File: src/hw/rtl/mhpq_pkg.sv
// Package for the max-heap priority queue: operation and status codes,
// default sizes and the result record passed from the sequencer to the top.
// No dependencies.
package mhpq_pkg;

    localparam int CAPACITY_DEF  = 1024;
    localparam int KEY_WIDTH_DEF = 32;

    localparam int VALUE_W = 32;
    localparam int OCC_W   = 11;
    localparam int STAT_W  = 2;
    localparam int OUT_W   = 48;

    localparam logic CMD_INSERT = 1'b0;
    localparam logic CMD_REMOVE = 1'b1;

    localparam logic [STAT_W-1:0] ST_OK    = 2'd0;
    localparam logic [STAT_W-1:0] ST_EMPTY = 2'd1;
    localparam logic [STAT_W-1:0] ST_FULL  = 2'd2;

    typedef struct packed {
        logic [STAT_W-1:0]         status;
        logic signed [VALUE_W-1:0] removed_value;
        logic [OCC_W-1:0]          occupancy;
    } result_t;

endpackage

File: src/hw/rtl/mhpq_ctrl.sv
// Sequencer of the heap: walks sift-up and sift-down one level at a time
// through the key store, using one shared signed comparator.
// Depends on mhpq_pkg and drives the ports of mhpq_ram.
module mhpq_ctrl #(
    parameter int CAPACITY  = mhpq_pkg::CAPACITY_DEF,
    parameter int KEY_WIDTH = mhpq_pkg::KEY_WIDTH_DEF,
    parameter int AW        = $clog2(CAPACITY),
    parameter int CNT_W     = $clog2(CAPACITY + 1)
) (
    input  logic                            clk,
    input  logic                            rst_n,
    input  logic                            req_valid,
    output logic                            req_ready,
    input  logic                            req_cmd,
    input  logic signed [mhpq_pkg::VALUE_W-1:0] req_value,
    output logic                            res_valid,
    input  logic                            res_ready,
    output mhpq_pkg::result_t               res,
    output logic                            ram_we,
    output logic [AW-1:0]                   ram_waddr,
    output logic [KEY_WIDTH-1:0]            ram_wdata,
    output logic [AW-1:0]                   ram_raddr,
    input  logic [KEY_WIDTH-1:0]            ram_rdata
);

    localparam logic [3:0] S_IDLE    = 4'd0;
    localparam logic [3:0] S_UP_RD   = 4'd1;
    localparam logic [3:0] S_UP_CMP  = 4'd2;
    localparam logic [3:0] S_RM_ROOT = 4'd3;
    localparam logic [3:0] S_RM_LAST = 4'd4;
    localparam logic [3:0] S_DN_L    = 4'd5;
    localparam logic [3:0] S_DN_LD   = 4'd6;
    localparam logic [3:0] S_DN_RD   = 4'd7;
    localparam logic [3:0] S_DN_CMP  = 4'd8;
    localparam logic [3:0] S_DONE    = 4'd9;

    logic [3:0]                         state_reg, state_next;
    logic [CNT_W-1:0]                   count_reg, count_next;
    logic [AW-1:0]                      pos_reg, pos_next;
    logic [AW-1:0]                      pick_reg, pick_next;
    logic [KEY_WIDTH-1:0]               key_reg, key_next;
    logic [KEY_WIDTH-1:0]               child_reg, child_next;
    logic [mhpq_pkg::STAT_W-1:0]        status_reg, status_next;
    logic signed [mhpq_pkg::VALUE_W-1:0] removed_reg, removed_next;

    logic [KEY_WIDTH-1:0] key_in;
    logic [AW-1:0]        up_idx;
    logic [CNT_W:0]       left_idx, right_idx, count_ext;
    logic [KEY_WIDTH-1:0] cmp_a, cmp_b;
    logic                 cmp_gt;

    // wrap the 32-bit value into the key width, sign-extending when wider
    assign key_in = KEY_WIDTH'(req_value);

    assign up_idx    = (pos_reg - AW'(1)) >> 1;
    assign left_idx  = (CNT_W + 1)'({pos_reg, 1'b1});
    assign right_idx = left_idx + (CNT_W + 1)'(1);
    assign count_ext = (CNT_W + 1)'(count_reg);

    // shared comparator: operands chosen by the sequencer state
    always_comb
    begin
        case (state_reg)
            S_UP_CMP:
            begin
                cmp_a = key_reg;
                cmp_b = ram_rdata;
            end
            S_DN_RD:
            begin
                cmp_a = ram_rdata;
                cmp_b = child_reg;
            end
            default:
            begin
                cmp_a = child_reg;
                cmp_b = key_reg;
            end
        endcase
    end

    assign cmp_gt = $signed(cmp_a) > $signed(cmp_b);

    assign req_ready = (state_reg == S_IDLE);
    assign res_valid = (state_reg == S_DONE);

    assign res.status        = status_reg;
    assign res.removed_value = removed_reg;
    assign res.occupancy     = mhpq_pkg::OCC_W'(count_reg);

    always_comb
    begin
        state_next   = state_reg;
        count_next   = count_reg;
        pos_next     = pos_reg;
        pick_next    = pick_reg;
        key_next     = key_reg;
        child_next   = child_reg;
        status_next  = status_reg;
        removed_next = removed_reg;
        ram_we       = 1'b0;
        ram_waddr    = pos_reg;
        ram_wdata    = key_reg;
        ram_raddr    = '0;

        case (state_reg)
            S_IDLE:
            begin
                if (req_valid)
                begin
                    status_next  = mhpq_pkg::ST_OK;
                    removed_next = '1;
                    if (req_cmd == mhpq_pkg::CMD_INSERT)
                    begin
                        if (count_reg == CNT_W'(CAPACITY))
                        begin
                            status_next = mhpq_pkg::ST_FULL;
                            state_next  = S_DONE;
                        end
                        else
                        begin
                            key_next   = key_in;
                            pos_next   = count_reg[AW-1:0];
                            count_next = count_reg + CNT_W'(1);
                            state_next = S_UP_RD;
                        end
                    end
                    else
                    begin
                        if (count_reg == '0)
                        begin
                            status_next = mhpq_pkg::ST_EMPTY;
                            state_next  = S_DONE;
                        end
                        else
                        begin
                            ram_raddr  = '0;
                            count_next = count_reg - CNT_W'(1);
                            state_next = S_RM_ROOT;
                        end
                    end
                end
            end
            S_UP_RD:
            begin
                if (pos_reg == '0)
                begin
                    ram_we     = 1'b1;
                    state_next = S_DONE;
                end
                else
                begin
                    ram_raddr  = up_idx;
                    state_next = S_UP_CMP;
                end
            end
            S_UP_CMP:
            begin
                ram_we = 1'b1;
                if (cmp_gt)
                begin
                    // parent moves down, key climbs one level
                    ram_wdata  = ram_rdata;
                    pos_next   = up_idx;
                    state_next = S_UP_RD;
                end
                else
                begin
                    state_next = S_DONE;
                end
            end
            S_RM_ROOT:
            begin
                removed_next = mhpq_pkg::VALUE_W'($signed(ram_rdata));
                ram_raddr    = count_reg[AW-1:0];
                state_next   = (count_reg == '0) ? S_DONE : S_RM_LAST;
            end
            S_RM_LAST:
            begin
                key_next   = ram_rdata;
                pos_next   = '0;
                state_next = S_DN_L;
            end
            S_DN_L:
            begin
                if (left_idx >= count_ext)
                begin
                    ram_we     = 1'b1;
                    state_next = S_DONE;
                end
                else
                begin
                    ram_raddr  = left_idx[AW-1:0];
                    state_next = S_DN_LD;
                end
            end
            S_DN_LD:
            begin
                child_next = ram_rdata;
                pick_next  = left_idx[AW-1:0];
                if (right_idx < count_ext)
                begin
                    ram_raddr  = right_idx[AW-1:0];
                    state_next = S_DN_RD;
                end
                else
                begin
                    state_next = S_DN_CMP;
                end
            end
            S_DN_RD:
            begin
                // right child wins only when strictly larger
                if (cmp_gt)
                begin
                    child_next = ram_rdata;
                    pick_next  = right_idx[AW-1:0];
                end
                state_next = S_DN_CMP;
            end
            S_DN_CMP:
            begin
                ram_we = 1'b1;
                if (cmp_gt)
                begin
                    ram_wdata  = child_reg;
                    pos_next   = pick_reg;
                    state_next = S_DN_L;
                end
                else
                begin
                    state_next = S_DONE;
                end
            end
            S_DONE:
            begin
                if (res_ready)
                begin
                    state_next = S_IDLE;
                end
            end
            default:
            begin
                state_next = S_IDLE;
            end
        endcase
    end

    always_ff @(posedge clk or negedge rst_n)
    begin
        if (!rst_n)
        begin
            state_reg <= S_IDLE;
            count_reg <= '0;
        end
        else
        begin
            state_reg <= state_next;
            count_reg <= count_next;
        end
    end

    always_ff @(posedge clk)
    begin
        pos_reg     <= pos_next;
        pick_reg    <= pick_next;
        key_reg     <= key_next;
        child_reg   <= child_next;
        status_reg  <= status_next;
        removed_reg <= removed_next;
    end

endmodule

File: config.mk
export PLATFORM = sky130hd
export DESIGN_NAME = mhpq_ctrl
export DESIGN_NICKNAME = d
export VERILOG_FILES = /design/src/hw/rtl/mhpq_pkg.sv /design/src/hw/rtl/mhpq_ctrl.sv
export SDC_FILE = /design/constraint.sdc
export NUM_CORES = 1
export LEC_CHECK = 0
export ABC_AREA = 1
export BUFFER_PORTS_ARGS = -buffer_cell sky130_fd_sc_hd__buf_2
export CAP_MARGIN = 20
export CORE_MARGIN = 1
export CORE_UTILIZATION = 57
export CTS_CLUSTER_SIZE = 30
export DETAILED_ROUTE_END_ITERATION = 16
export HOLD_SLACK_MARGIN = 0.1
export PLACE_DENSITY = 0.82
export SLEW_MARGIN = 25
export SYNTH_ARGS = -nofsm -noshare
export SYNTH_HDL_FRONTEND = slang
export SYNTH_SLANG_ARGS = --single-unit
File: constraint.sdc
create_clock -name clk -period 6.79 [get_ports clk]
set_input_delay 0.3395 -clock clk [delete_from_list [all_inputs] [get_ports clk]]
set_output_delay 0.3395 -clock clk [all_outputs]
set_load 0.02 [all_outputs]
==> impl_results.md, run 1 <==
* Starting DRT DRC Count at 951
* Placed insts at 1541
* #FFs+latches synth at 133
* Longest Clk Path Bufs at 2
* Outcome: finished clean
* Min-Delay Startpoint: ram_rdata[11]
* Syn avg cell area at 7.876 um2
* Final-report hold violation count at 0
* Area Overhead vs Synth at 17.50%
* Sink Count at roughly 130
* Max-cap viol count at 0
* Global route total overflow at 0
* Seq pwr share at 24.4%
* Skew final at a little under 0.01 ns
* Final setup vio count at 0
* Hpwl dp at 18650 um
* Clk pwr share at 15.9%
* CP arrival at 5.41 ns
* Die H at 131.2 um
* Routed WL at around 28000 um
* Hold EP: child_reg[11]
* Slew @ Worst Pin at 1.051 ns
* Ys Warns at 0
* CP most frequent cell: nand2_1
* Die X at around 130 um
* Most frequent cells in the layout: nand2_1, inv_1, buf_2, edfxtp_1, a21oi_1
* # fillers at approximately 1300
* Die ar. at 0.01721 mm2
* DRT Pass-1 Iters at 6
* Gpl congestion at 0.9542
* WL per Instance at 17.44 um
* Synthesized instance count at about 1200
* Period utilization at 84.70%
* CP peak stage delay at 0.60 ns
* I/O pin cnt at 169
* Clk root buf: clkbuf_16
* PostCTS Resize Cnt at 0
* Internal at 0.002952 W
* Type of origin of the critical path: flop
* Worst r2r src: state_reg[2]
* Worst Reg-to-Reg Cells at 18
* Row cnt at 46
* Max Freq at 173.9 MHz
* Non-Filler Instances at 1581
* Placed cell areas at around 0.011 mm2
* Layout cells sized above 1 at 16.29%
* Sw frac at 50.71%
* CTS tree: built
* Antenna-violating nets left at 0
* Vias post-DR at 9325
* Nets at ~1500
* CP Class: flop to output pin
* DRC at 0
* Input/output buffers at 168
* Slew headroom at around 30%
* Period minus WS final at 5.751 ns
* Leading cell type in the layout, fill and taps excluded: nand2_1
* Cell depth of the worst min-delay path at 1
* CP required at 6.45 ns
* Critical Path, Cell by Cell: inv_1 -> nor2_1 -> inv_1 -> nor2_2 -> nor2_4 -> buf_4 -> nand2_1 -> o221ai_1 -> ha_1 -> nand4_1 -> nor3_1 -> nand2_1 -> nand2_1 -> nand2_1 -> nand2_1 -> nand2_1 -> nand2_4 -> nand3_4 -> nand2_1 -> nand2_1 -> inv_1 -> buf_2
* Final Cell Area at 0.01118 mm2
* Worst-Skew Late Latency at between 0.4 and 0.5 ns
* Netlist area before placement at 0.009514 mm2
* Initial antenna violation count at 2
* Leakage at 5.218 nW
* CTS buffer count at 17
* Hold Crit Class: input pin to flop
* Slew Limit Fails at 0
* Register area share after synthesis at about two fifths
* GRT Total Usage at 32.10%
* RSZ-0062 raised after global routing: false
* Reg area at slightly below 0.004 mm2
* Reg2reg setup slack at 1.53 ns
* Vias in the first global route at 8665
* FF-to-FF End: child_reg[26]
* Postcts setup bufs at 0
* H-Tree Depth at 4
* Worst IR Drop VDD at 0.2714 mV
* Mapped Nets at 1341
* CTS clk-pin slew, worst paths at ~0.060 ns
* Initial Util at between 50 and 60%
* Pin count of the biggest net entering global routing at 104
* Area of the multi-input gates at 0.004526 mm2
* Crit-path slowest cell: nor2_2
* Vias per cell at 5.898
* First-pass GRT wire length at 43880 um
* Core footprint at 0.01612 mm2
* Critical Path End Type: output pin
* Synth cell types at 39
* Combinational share of power at 59.6%
* Aggregate negative setup slack at 0 ns
* Switching pwr at ~0.0030 W
* PD cells at 535.7 mW/mm2
* CP max FO at 41
==> stage by stage <==
step / hold slack [ns] / total power, W / worst slack, ns / utilization [%]
2_1_floorplan: 0.04391 / 0.003940 / 0.6516 / -
6_report: 0.1058 / 0.005989 / 1.039 / 69.37
5_1_grt: 0.1009 / 0.006401 / 0.6744 / 69.37
3_5_place_dp: 0.2675 / 0.004936 / 1.689 / 65.22
3_3_place_gp: 0.2655 / 0.004843 / 1.831 / 64.88
4_1_cts: 0.1001 / 0.005927 / 1.234 / 69.21
==> cells by family (layout without fill, tap and decap cells) <==
family | Yosys count | in the layout | synth area share, %
buffers and inverters | 289 | 444 | 11.88
DFF | 133 | 133 | 41.19
and+or+nand+nor | 434 | 434 | 19.38
AOI/OAI and AO/OA | 263 | 263 | 16.75
adders and majority gates | 64 | 64 | 8.496
other | 0 | 2 | 0
xor gates and xnor gates | 25 | 25 | 2.301
==> metal layers <==
metal  up-vias  share of wire (%)  GRT usage [%]
li1       4417                  -              -
met1      4258                 42          44.26
met2       589                 46          50.44
met3        61                9.8          4.668
met4         0                2.7          13.66
met5         -                  0              0
==> what timing repair did <==
item,in CTS,in global routing
hold buffers,4,2
setup endpoints to repair,0,0
endpoints found under the hold margin,18,2
==> worst max-delay path by stage <==
stage	depth (start not counted)	start	end
6_report	22	state_reg[2]	ram_wdata[29]
5_1_grt	22	state_reg[2]	ram_wdata[29]
4_1_cts	22	state_reg[2]	ram_wdata[29]
3_5_place_dp	18	state_reg[2]	child_reg[22]
3_3_place_gp	22	state_reg[2]	ram_wdata[29]
2_1_floorplan	17	state_reg[2]	child_reg[0]
==> layout make-up <==
class                   count  area share [%]
clock buffers              19           3.872
well taps                 216           2.417
multi-input cells         786           40.48
repair buffers            181           8.819
clock inverters            13           1.522
inverters                 231           7.790
diodes                      2         0.04477
flip-flops and latches    133           35.05
==> Yosys cell counts, drive strengths merged <==
cell     instances  area share [%]
clkbuf          44             1.8
edfxtp         118              37
and2             1           0.066
nand2          290              12
inv            229             9.0
ha              63             8.3
o221ai          35             3.2
or3b             1           0.092
xor2            21             1.9
a31oi            2            0.13
xnor2            4            0.37
a221oi           2            0.18
nor3            14            0.74
a21oi           75             3.9
nor2            52             2.1
dfrtp           15             3.9
o21a             3            0.24
o21bai           1           0.079
nand4           47             3.2
o2111ai          2            0.18
o21ai           63             3.3
nand3           28             1.6
nor3b            1            0.13
clkinv           2           0.079
o211ai          12            0.95
fa               1            0.21
a21o             3            0.24
buf             14             1.0
o22ai           65             4.3
==> power by group through the flow <==
stage / clock [W] / sequential [W] / combinational (W)
after global placement: 0 / 0.00147 / 0.00337
after global routing: 0.000989 / 0.00148 / 0.00393
after detailed placement: 0 / 0.00147 / 0.00347
final: 0.000955 / 0.00146 / 0.00357
after floorplan: 0 / 0.00150 / 0.00244
after CTS: 0.000956 / 0.00145 / 0.00352
==> worst max-delay path: cells and delay by family, from the launching register on <==
kind / cells / cell delay [ns]
buffers and inverters: 5 / 0.72
and+or+nand+nor: 15 / 3.38
AOI/OAI and AO/OA: 1 / 0.11
DFF: 1 / 0.36
adders and majority gates: 1 / 0.38
(Power assumes the default switching activity.)
==> run 2, diff against run 1 <==
==> constraint.sdc (replaced) <==
create_clock -name clk -period 5.3 [get_ports clk]
set_input_delay 0.265 -clock clk [delete_from_list [all_inputs] [get_ports clk]]
set_output_delay 0.265 -clock clk [all_outputs]
set_load 0.02 [all_outputs]
==> impl_results.md, run 2 (synthesized netlist as in run 1, its figures left out) <==
* Max Freq at 198.8 MHz
* Nets at 1529 (was 1483)
* Pin count of the biggest net entering global routing at 104 (unchanged)
* Starting DRT DRC Count at 1100 (was 951)
* Initial antenna violation count at 0 (was 2)
* Outcome: finished clean (unchanged)
* Slew @ Worst Pin at 1.070 ns (was 1.051 ns)
* Slew Limit Fails at 0 (unchanged)
* Core footprint at 0.01612 mm2 (unchanged)
* Clk pwr share at 14.7% (was 15.9%)
* Row cnt at 46 (unchanged)
* Aggregate negative setup slack at 0 ns (unchanged)
* CP max FO at 34 (was 41)
* GRT Total Usage at 31.74% (was 32.10%)
* Worst-Skew Late Latency at 0.45 ns (was 0.42 ns)
* Worst Reg-to-Reg Cells at 19 (was 18)
* H-Tree Depth at 4 (unchanged)
* Die H at 131.2 um (unchanged)
* Most frequent cells in the layout: nand2_1, inv_1, buf_2, edfxtp_1, a21oi_1 (unchanged)
* CP Launch Point: state_reg[2] (unchanged)
* I/O pin cnt at 169 (unchanged)
* CTS tree: built (unchanged)
* PD cells at 660.9 mW/mm2 (was 535.7 mW/mm2)
* Internal at 0.003795 W (was 0.002952 W)
* Layout cells sized above 1 at 16.19% (was 16.29%)
* Seq pwr share at 24.4% (about the same)
* Worst IR Drop VDD at 0.3602 mV (was 0.2714 mV)
* DRC at 0 (unchanged)
* Skew final at 0.007793 ns (was 0.009628 ns)
* Die ar. at 0.01721 mm2 (unchanged)
* CTS buffer count at 17 (unchanged)
* Reg2reg setup slack at 1.19 ns (was 1.53 ns)
* Vias per cell at 5.889 (was 5.898)
* Vias post-DR at 9563 (was 9325)
* CP Class: flop to output pin (unchanged)
* Worst r2r src: state_reg[2] (unchanged)
* Slew headroom at 28.41% (was 29.91%)
* Sink Count at 133 (unchanged)
* Hold WS at 0.1074 ns (was 0.1058 ns)
* Critical Path Sink: ram_wdata[17] (was ram_wdata[29])
* Die X at 131.2 um (unchanged)
* CTS clk-pin slew, worst paths at 0.06 ns (about the same)
* Hold Crit Class: input pin to flop (unchanged)
* Global route total overflow at 0 (unchanged)
* Critical Path End Type: output pin (unchanged)
* Max-cap viol count at 0 (unchanged)
* Gpl congestion at 0.9395 (was 0.9542)
* CP required at 5.04 ns (was 6.45 ns)
* Sw frac at 50.44% (was 50.71%)
* Ant. Diodes at 0 (was 2)
* Placed cell areas at 0.01057 mm2 (was 0.01051 mm2)
* Vias in the first global route at 8733 (was 8665)
* FF-to-FF End: child_reg[26] (unchanged)
* Clk root buf: clkbuf_16 (unchanged)
* Routed WL at 27620 um (was 27580 um)
* DRT Pass-1 Iters at 7 (was 6)
* Initial Util at 59.04% (unchanged)
* Period utilization at about 95%
* Type of origin of the critical path: flop (unchanged)
* Leading cell type in the layout, fill and taps excluded: nand2_1 (unchanged)
* Input/output buffers at 168 (unchanged)
* Antenna-violating nets left at 0 (unchanged)
* # fillers at 1242 (was 1304)
* RSZ-0062 raised after global routing: false (unchanged)
* Final setup vio count at 0 (unchanged)
* WL per Instance at 17.01 um (was 17.44 um)
* Combinational share of power at 61.0% (was 59.6%)
* Switching pwr at 0.003863 W (was 0.003037 W)
* Final Cell Area at 0.01159 mm2 (was 0.01118 mm2)
* Leakage at 5.401 nW (was 5.218 nW)
* Area Overhead vs Synth at 21.78% (was 17.50%)
* Final Power at 0.007658 W (was 0.005989 W)
* First-pass GRT wire length at 43250 um (was 43880 um)
* CP arrival at 4.77 ns (was 5.41 ns)
* Final core utilization at 71.89% (was 69.37%)
* Longest Clk Path Bufs at 2 (unchanged)
* Period minus WS final at 5.030 ns
* Final-report hold violation count at 0 (unchanged)
* Hpwl dp at 18580 um (was 18650 um)
run 2: critical path: stages, from the launching register on:
cell,delay (ns)
dfrtp_1,0.38
inv_1,0.07
nand2_1,0.19
inv_1,0.11
nand2_4,0.08
inv_1,0.17
nor2_2,0.71
nand2_1,0.10
o221ai_1,0.12
ha_1,0.28
a21oi_1,0.14
o21ai_0,0.10
nand2_1,0.07
nand2_1,0.05
a21oi_1,0.28
nand3_1,0.25
nand2_8,0.30
nand3_4,0.40
nand2_1,0.23
nand2_1,0.08
inv_1,0.05
buf_2,0.15
run 2: cell type report:
class	instances	area (um2)	area share (%)
timing repair buffer	226	1444	12.46
clock buffer	18	429.2	3.704
clock inverter	13	116.4	1.004
inverter	231	870.8	7.516
sequential	133	3919	33.82
tap	216	270.3	2.333
multi-input combinational	787	4537	39.16
run 2: stage by stage:
step | setup WS [ns] | cells
2_1_floorplan | 0.2947 | 1208
3_3_place_gp | 0.7715 | 1543
3_5_place_dp | 0.5889 | 1546
4_1_cts | 0.09443 | 1617
5_1_grt | 0.03192 | 1624
6_report | 0.2697 | 1624
run 2: power groups by stage:
stage	clock network (W)	logic [W]	registers, W
floorplan	0	0.00313	0.00192
global placement	0	0.00432	0.00187
detailed placement	0	0.00447	0.00187
CTS	0.00113	0.00453	0.00185
global route	0.00117	0.00513	0.00189
finish	0.00112	0.00467	0.00187
run 2: how the worst min path moves through the flow:
stage | end | cells after the start | slack (ns) | from
after floorplan | count_reg[0] | 0 | -0.03 | rst_n
after global placement | count_reg[1] | 1 | 0.20 | rst_n
after detailed placement | count_reg[1] | 1 | 0.20 | rst_n
after CTS | key_reg[1] | 3 | 0.10 | req_value[1]
after global routing | key_reg[17] | 3 | 0.13 | req_value[17]
final | key_reg[0] | 3 | 0.11 | req_value[0]
run 2: routing by layer:
layer / share of wire (%) / vias up / global-route usage (%)
met5: 0 / - / 0
met4: 3.7 / 0 / 14.64
met3: 11 / 97 / 6.674
met2: 45 / 616 / 50.06
met1: 41 / 4355 / 41.82
li1: - / 4495 / -
run 2: repair_timing:
| action | 4_1_cts | 5_1_grt |
|---|---|---|
| endpoints found under the hold margin | 54 | 0 |
| hold buffers | 40 | 0 |
| setup endpoints to repair | 0 | 32 |
| gates resized for setup | 0 | 6 |
| buffers inserted | 0 | 6 |
